<file path="config.mk">
export PLATFORM = sky130hd
export DESIGN_NAME = hbba_leaf_update
export DESIGN_NICKNAME = d
export VERILOG_FILES = /design/src/hw/rtl/hbba_pkg.sv /design/src/hw/rtl/hbba_leaf_update.sv
export SDC_FILE = /design/constraint.sdc
export NUM_CORES = 1
export LEC_CHECK = 0
export ABC_AREA = 1
export BUFFER_PORTS_ARGS = -buffer_cell sky130_fd_sc_hd__buf_2
export CAP_MARGIN = 20
export CORE_UTILIZATION = 42
export DETAILED_ROUTE_END_ITERATION = 12
export PLACE_DENSITY = 0.68
export SLEW_MARGIN = 40
export SYNTH_ARGS = -nofsm -noshare
export SYNTH_HDL_FRONTEND = slang
export SYNTH_SLANG_ARGS = --single-unit
</file>
<file path="constraint.sdc">
create_clock -name vclk -period 18.3
set_input_delay 3.66 -clock vclk [all_inputs]
set_output_delay 3.66 -clock vclk [all_outputs]
set_load 0.01 [all_outputs]
</file>
<file path="src/hw/rtl/hbba_pkg.sv">
// ----------------------------------------------------------------------------
// hbba_pkg
// Shared constants and bit functions of the hierarchical bitmap allocator.
// ----------------------------------------------------------------------------
package hbba_pkg;

    localparam int BR_LOG2         = 5;
    localparam int NUM_CLASSES     = 6;
    localparam int TREE_ROWS_DEF   = 2;
    localparam int TREE_ROWS_MAX   = 3;
    localparam int ADDR_W          = 15;
    localparam int LEN_W           = 6;
    localparam int CFG_W           = 6;
    localparam int CLS_W           = 3;
    localparam int OFF_W           = 5;

    localparam logic [31:0] ALL_ONES = 32'hffff_ffff;
    localparam logic [31:0] FOLD0    = 32'h5555_5555;
    localparam logic [31:0] FOLD1    = 32'h1111_1111;
    localparam logic [31:0] FOLD2    = 32'h0101_0101;
    localparam logic [31:0] FOLD3    = 32'h0001_0001;
    localparam logic [31:0] PAIR_HI  = 32'haaaa_aaaa;
    localparam logic [31:0] QUAD_HI  = 32'heeee_eeee;
    localparam logic [31:0] OCT_HI   = 32'hfefe_fefe;

    localparam logic OP_ALLOC = 1'b0;
    localparam logic OP_FREE  = 1'b1;

    function automatic logic [OFF_W-1:0] first_zero(input logic [31:0] x);
        logic [OFF_W-1:0] idx;
        logic             found;
        idx   = '0;
        found = 1'b0;
        for (int i = 0; i < 32; i++) begin
            if (!found && !x[i]) begin
                idx   = OFF_W'(i);
                found = 1'b1;
            end
        end
        return idx;
    endfunction

    function automatic logic [CLS_W-1:0] size_class(input logic [LEN_W-1:0] n);
        return CLS_W'(32'(n > 6'd1) + 32'(n > 6'd2) + 32'(n > 6'd4) +
                      32'(n > 6'd8) + 32'(n > 6'd16));
    endfunction

    function automatic int row_start(input int r);
        int s;
        s = 0;
        for (int k = 0; k < TREE_ROWS_MAX; k++) begin
            if (k < r) begin
                s = s + (1 << (BR_LOG2 * k));
            end
        end
        return s;
    endfunction

endpackage

</file>
<file path="src/hw/rtl/hbba_leaf_update.sv">
// ----------------------------------------------------------------------------
// hbba_leaf_update
// Run placement, set/clear of a run in one leaf and free size-class count.
// ----------------------------------------------------------------------------
module hbba_leaf_update (
    input  logic [31:0]                leaf_word,
    input  logic [hbba_pkg::CLS_W-1:0] cls,
    input  logic                       op,
    input  logic [hbba_pkg::OFF_W-1:0] free_off,
    output logic [31:0]                new_word,
    output logic [hbba_pkg::OFF_W-1:0] offset,
    output logic [hbba_pkg::CLS_W-1:0] space_end
);
    import hbba_pkg::*;

    logic [31:0]      x1, x2, x3, f, wm, mask, ff;
    logic [OFF_W-1:0] alloc_off, sel_off;
    int               n;

    always_comb begin
        x1 = (leaf_word >> 1) | leaf_word | PAIR_HI;
        x2 = (x1 >> 2) | x1 | QUAD_HI;
        x3 = (cls == CLS_W'(3)) ? ((x2 >> 4) | x2 | OCT_HI) : x2;
        f  = ~x3;
        f  = f & (32'd0 - f);
        case (cls)
            CLS_W'(5): alloc_off = '0;
            CLS_W'(4): alloc_off = (leaf_word[15:0] != 16'd0) ? OFF_W'(16) : OFF_W'(0);
            CLS_W'(3), CLS_W'(2): begin
                alloc_off = {|(f & 32'hffff_0000), |(f & 32'hff00_ff00),
                             (cls == CLS_W'(2)) && (|(f & 32'hf0f0_f0f0)), 2'b00};
            end
            CLS_W'(1): alloc_off = first_zero(x1);
            default:   alloc_off = first_zero(leaf_word);
        endcase
    end

    always_comb begin
        case (cls)
            CLS_W'(0): wm = 32'h0000_0001;
            CLS_W'(1): wm = 32'h0000_0003;
            CLS_W'(2): wm = 32'h0000_000f;
            CLS_W'(3): wm = 32'h0000_00ff;
            CLS_W'(4): wm = 32'h0000_ffff;
            default:   wm = ALL_ONES;
        endcase
        sel_off  = (op == OP_ALLOC) ? alloc_off : free_off;
        mask     = wm << sel_off;
        new_word = (op == OP_ALLOC) ? (leaf_word | mask) : (leaf_word & ~mask);
        offset   = alloc_off;
    end

    always_comb begin
        ff = ~new_word;
        n  = 32'(ff != 32'd0) + 32'(new_word == 32'd0);
        ff = (ff >> 1) & ff & FOLD0;
        n  = n + 32'(ff != 32'd0);
        ff = (ff >> 2) & ff & FOLD1;
        n  = n + 32'(ff != 32'd0);
        ff = (ff >> 4) & ff & FOLD2;
        n  = n + 32'(ff != 32'd0);
        ff = (ff >> 8) & ff & FOLD3;
        n  = n + 32'(ff != 32'd0);
        space_end = CLS_W'(n);
    end

endmodule

</file>
==> insert_results.sql <==
INSERT INTO impl_metrics (metric_group, metric, value, unit) VALUES
('critical_path', 'critical_path_class', 'input port to output port', ''),
('logic_synthesis', 'synth.cell_area', '3500', 'µm²'),
('power_and_ir_drop', 'p_total', '156', 'µW'),
('timing', 'slew_viol_final', '0', ''),
('cts', 'cts-resized-gates', '0', ''),
('finish', 'storage_element_area', '0', 'µm²'),
('detailed_routing', 'post_detailed_route_via_to_cell_ratio', '5.71', ''),
('finish', 'area_growth_syn_to_layout', '12.0', '%'),
('logic_synthesis', 'synth_seq_area_share', '0', '%'),
('global_routing', 'globalRouteOverflowTotal', '0', ''),
('global_routing', 'grt_start_max_net_pins', '30', ''),
('timing', 'fin_worst_hold_slack', '7.73', 'ns'),
('timing', 'fin_crit_sh', '74.8', '%'),
('timing', 'fmaxAchievable', '73.1', 'MHz'),
('cts', 'cts_hold_repair.buffers', '0', ''),
('die', 'die_w', '93.3', 'µm'),
('logic_synthesis', 'synth.yosys.warnings', '0', ''),
('logic_synthesis', 'syn-instance-count', '694', ''),
('outcome', 'status', 'complete, no violations', ''),
('global_routing', 'grt_pass1_vias', '4522', ''),
('critical_path', 'worst-endpoint-arrival', '10.03', 'ns'),
('critical_path', 'required', '14.64', 'ns'),
('detailed_routing', 'dr.pass1.iters', '6', ''),
('die', 'core-area', '7890', 'µm²'),
('logic_synthesis', 'synth_cell_types', '48', ''),
('timing', 'hold_vio_cnt_final', '0', ''),
('finish', 'postLayoutCoreUtil', '49.8', '%'),
('min_path', 'holdCritPathClass', 'input port to output port', ''),
('power_and_ir_drop', 'p_int', '48.5', 'µW'),
('die', 'fp.dieArea', '8710', 'µm²'),
('place', 'place_congestion', '1.04', ''),
('critical_path', 'cpMostUsedCell', 'sky130_fd_sc_hd__nand2_1', ''),
('die', 'die_ht', '93.3', 'µm'),
('power_and_ir_drop', 'leakagePower', '0.00214', 'µW'),
('cts', 'cts_setup_buffers', '0', ''),
('power_and_ir_drop', 'ir_drop', '0.0133', 'mV'),
('power_and_ir_drop', 'power_frac_comb', '100.0', '%'),
('die', 'pin_count', '81', ''),
('finish', 'antenna_cells', '0', ''),
('power_and_ir_drop', 'power.share.clock', '0', '%'),
('timing', 'fin_ws', '4.61', 'ns'),
('critical_path', 'critical_path.max_fanout', '29', ''),
('logic_synthesis', 'mappedNetlistNets', '739', ''),
('power_and_ir_drop', 'power_density', '39.7', 'nW/µm²'),
('timing', 'max_slew.worst_pin.slew', '0.657', 'ns'),
('critical_path', 'cpPeakStageDelay', '0.54', 'ns'),
('logic_synthesis', 'avgSynthCellArea', '5.05', 'µm²'),
('global_routing', 'global_route.usage.total', '31.5', '%'),
('detailed_routing', 'via_count', '4907', ''),
('place', 'dpl_worst_slack', '4.72', 'ns'),
('place', 'place_hpwl', '11300', 'µm'),
('timing', 'final.setup.tns', '0', 'ns'),
('power_and_ir_drop', 'sequential_fraction_of_design_power', '0', '%'),
('timing', 'grt_setup_unrepaired', 'false', ''),
('critical_path', 'timing.critical_path.slowest_stage_cell', 'sky130_fd_sc_hd__fa_1', ''),
('power_and_ir_drop', 'netSwitchingPower', '107', 'µW'),
('finish', 'nets', '805', ''),
('finish', 'n_fill_cell', '892', ''),
('detailed_routing', 'initialDrtViolationCount', '653', ''),
('power_and_ir_drop', 'swShare', '68.8', '%'),
('finish', 'seq_cells', '0', ''),
('logic_synthesis', 'yosysMostFrequentCell', 'sky130_fd_sc_hd__nand2_1', ''),
('timing', 'final_count_of_negative_setup_slack_endpoints', '0', ''),
('detailed_routing', 'detail_route.wirelength', '13600', 'µm'),
('place', 'placement.io_buffers', '81', ''),
('detailed_routing', 'drt.antenna.violating_nets', '0', ''),
('timing', 'slew_headroom', '55.7', '%'),
('global_routing', 'grt_antenna_before_repair', '0', ''),
('logic_synthesis', 'post_synth_top_cells', '220 x sky130_fd_sc_hd__nand2_1, 117 x sky130_fd_sc_hd__nand3_1, 91 x sky130_fd_sc_hd__nor2_1, 76 x sky130_fd_sc_hd__inv_1, 23 x sky130_fd_sc_hd__nand2_2', ''),
('logic_synthesis', 'yosys_top_cell_area_share', '23.6', '%'),
('finish', 'nClkBuffers', '0', '');
## layer usage
layer | wire length (µm) | track usage (%)
met1 | 5980 | 43.7
met5 | 0 | 0
met4 | 355 | 9.36
met2 | 6180 | 52.7
met3 | 1080 | 0.894
## power by group through the flow
stage	Sequential [µW]	Combinational, µW	Clock (µW)
global placement	0	150	0
floorplan	0	107	0
finish	0	156	0
CTS	0	152	0
global route	0	172	0
detailed placement	0	151	0
## kinds of logic after synthesis
logic type / share of synthesized area [%]
AO/OA/AOI/OAI: 10.7
adder cells (fa/ha/maj): 2.36
buffers and inverters: 12.9
AND/OR/NAND/NOR: 74.1
## stage by stage
stage | instance area, µm² | instances
finish | 3930 | 860
global route | 3930 | 860
CTS | 3920 | 860
detailed placement | 3920 | 860
global placement | 3920 | 860
floorplan | 3500 | 694
## path summary, 6_finish.rpt
check / startpoint / to / slack [ns] / depth (start not counted)
max: leaf_word[0] / space_end[1] / 4.61 / 37
min: leaf_word[1] / new_word[1] / 7.73 / 4
## cell usage in the layout, fill, tap and decap left out, types with 2 or more instances in the layout
cell	instances
sky130_fd_sc_hd__a21oi_1	7
sky130_fd_sc_hd__nor2_4	8
sky130_fd_sc_hd__o21ai_1	6
sky130_fd_sc_hd__nor3_1	12
sky130_fd_sc_hd__nand3_2	9
sky130_fd_sc_hd__o2111ai_1	3
sky130_fd_sc_hd__a31oi_1	2
sky130_fd_sc_hd__nand4_1	18
sky130_fd_sc_hd__nand4_2	3
sky130_fd_sc_hd__a311oi_1	2
sky130_fd_sc_hd__fa_1	3
sky130_fd_sc_hd__or2_2	2
sky130_fd_sc_hd__o21ai_0	13
sky130_fd_sc_hd__nand3b_1	4
sky130_fd_sc_hd__nor2_2	10
sky130_fd_sc_hd__nor4_1	2
sky130_fd_sc_hd__nand2_1	220
sky130_fd_sc_hd__nand3_4	2
sky130_fd_sc_hd__buf_2	81
sky130_fd_sc_hd__inv_1	76
sky130_fd_sc_hd__o41ai_1	3
sky130_fd_sc_hd__nand2_2	23
sky130_fd_sc_hd__nand2_4	4
sky130_fd_sc_hd__o31ai_1	4
sky130_fd_sc_hd__a211oi_1	3
sky130_fd_sc_hd__nor2_1	91
sky130_fd_sc_hd__nand3_1	117
sky130_fd_sc_hd__inv_2	9
sky130_fd_sc_hd__nand4_4	4
sky130_fd_sc_hd__a221oi_1	2
## cell type report
class	instances	area, µm²	share of cell area (%)
Inverter	86	323	8.22
Multi-Input combinational cell	590	3060	78.0
Timing Repair Buffer	82	413	10.5
Tap cell	102	128	3.25
(Power assumes the default switching activity.)
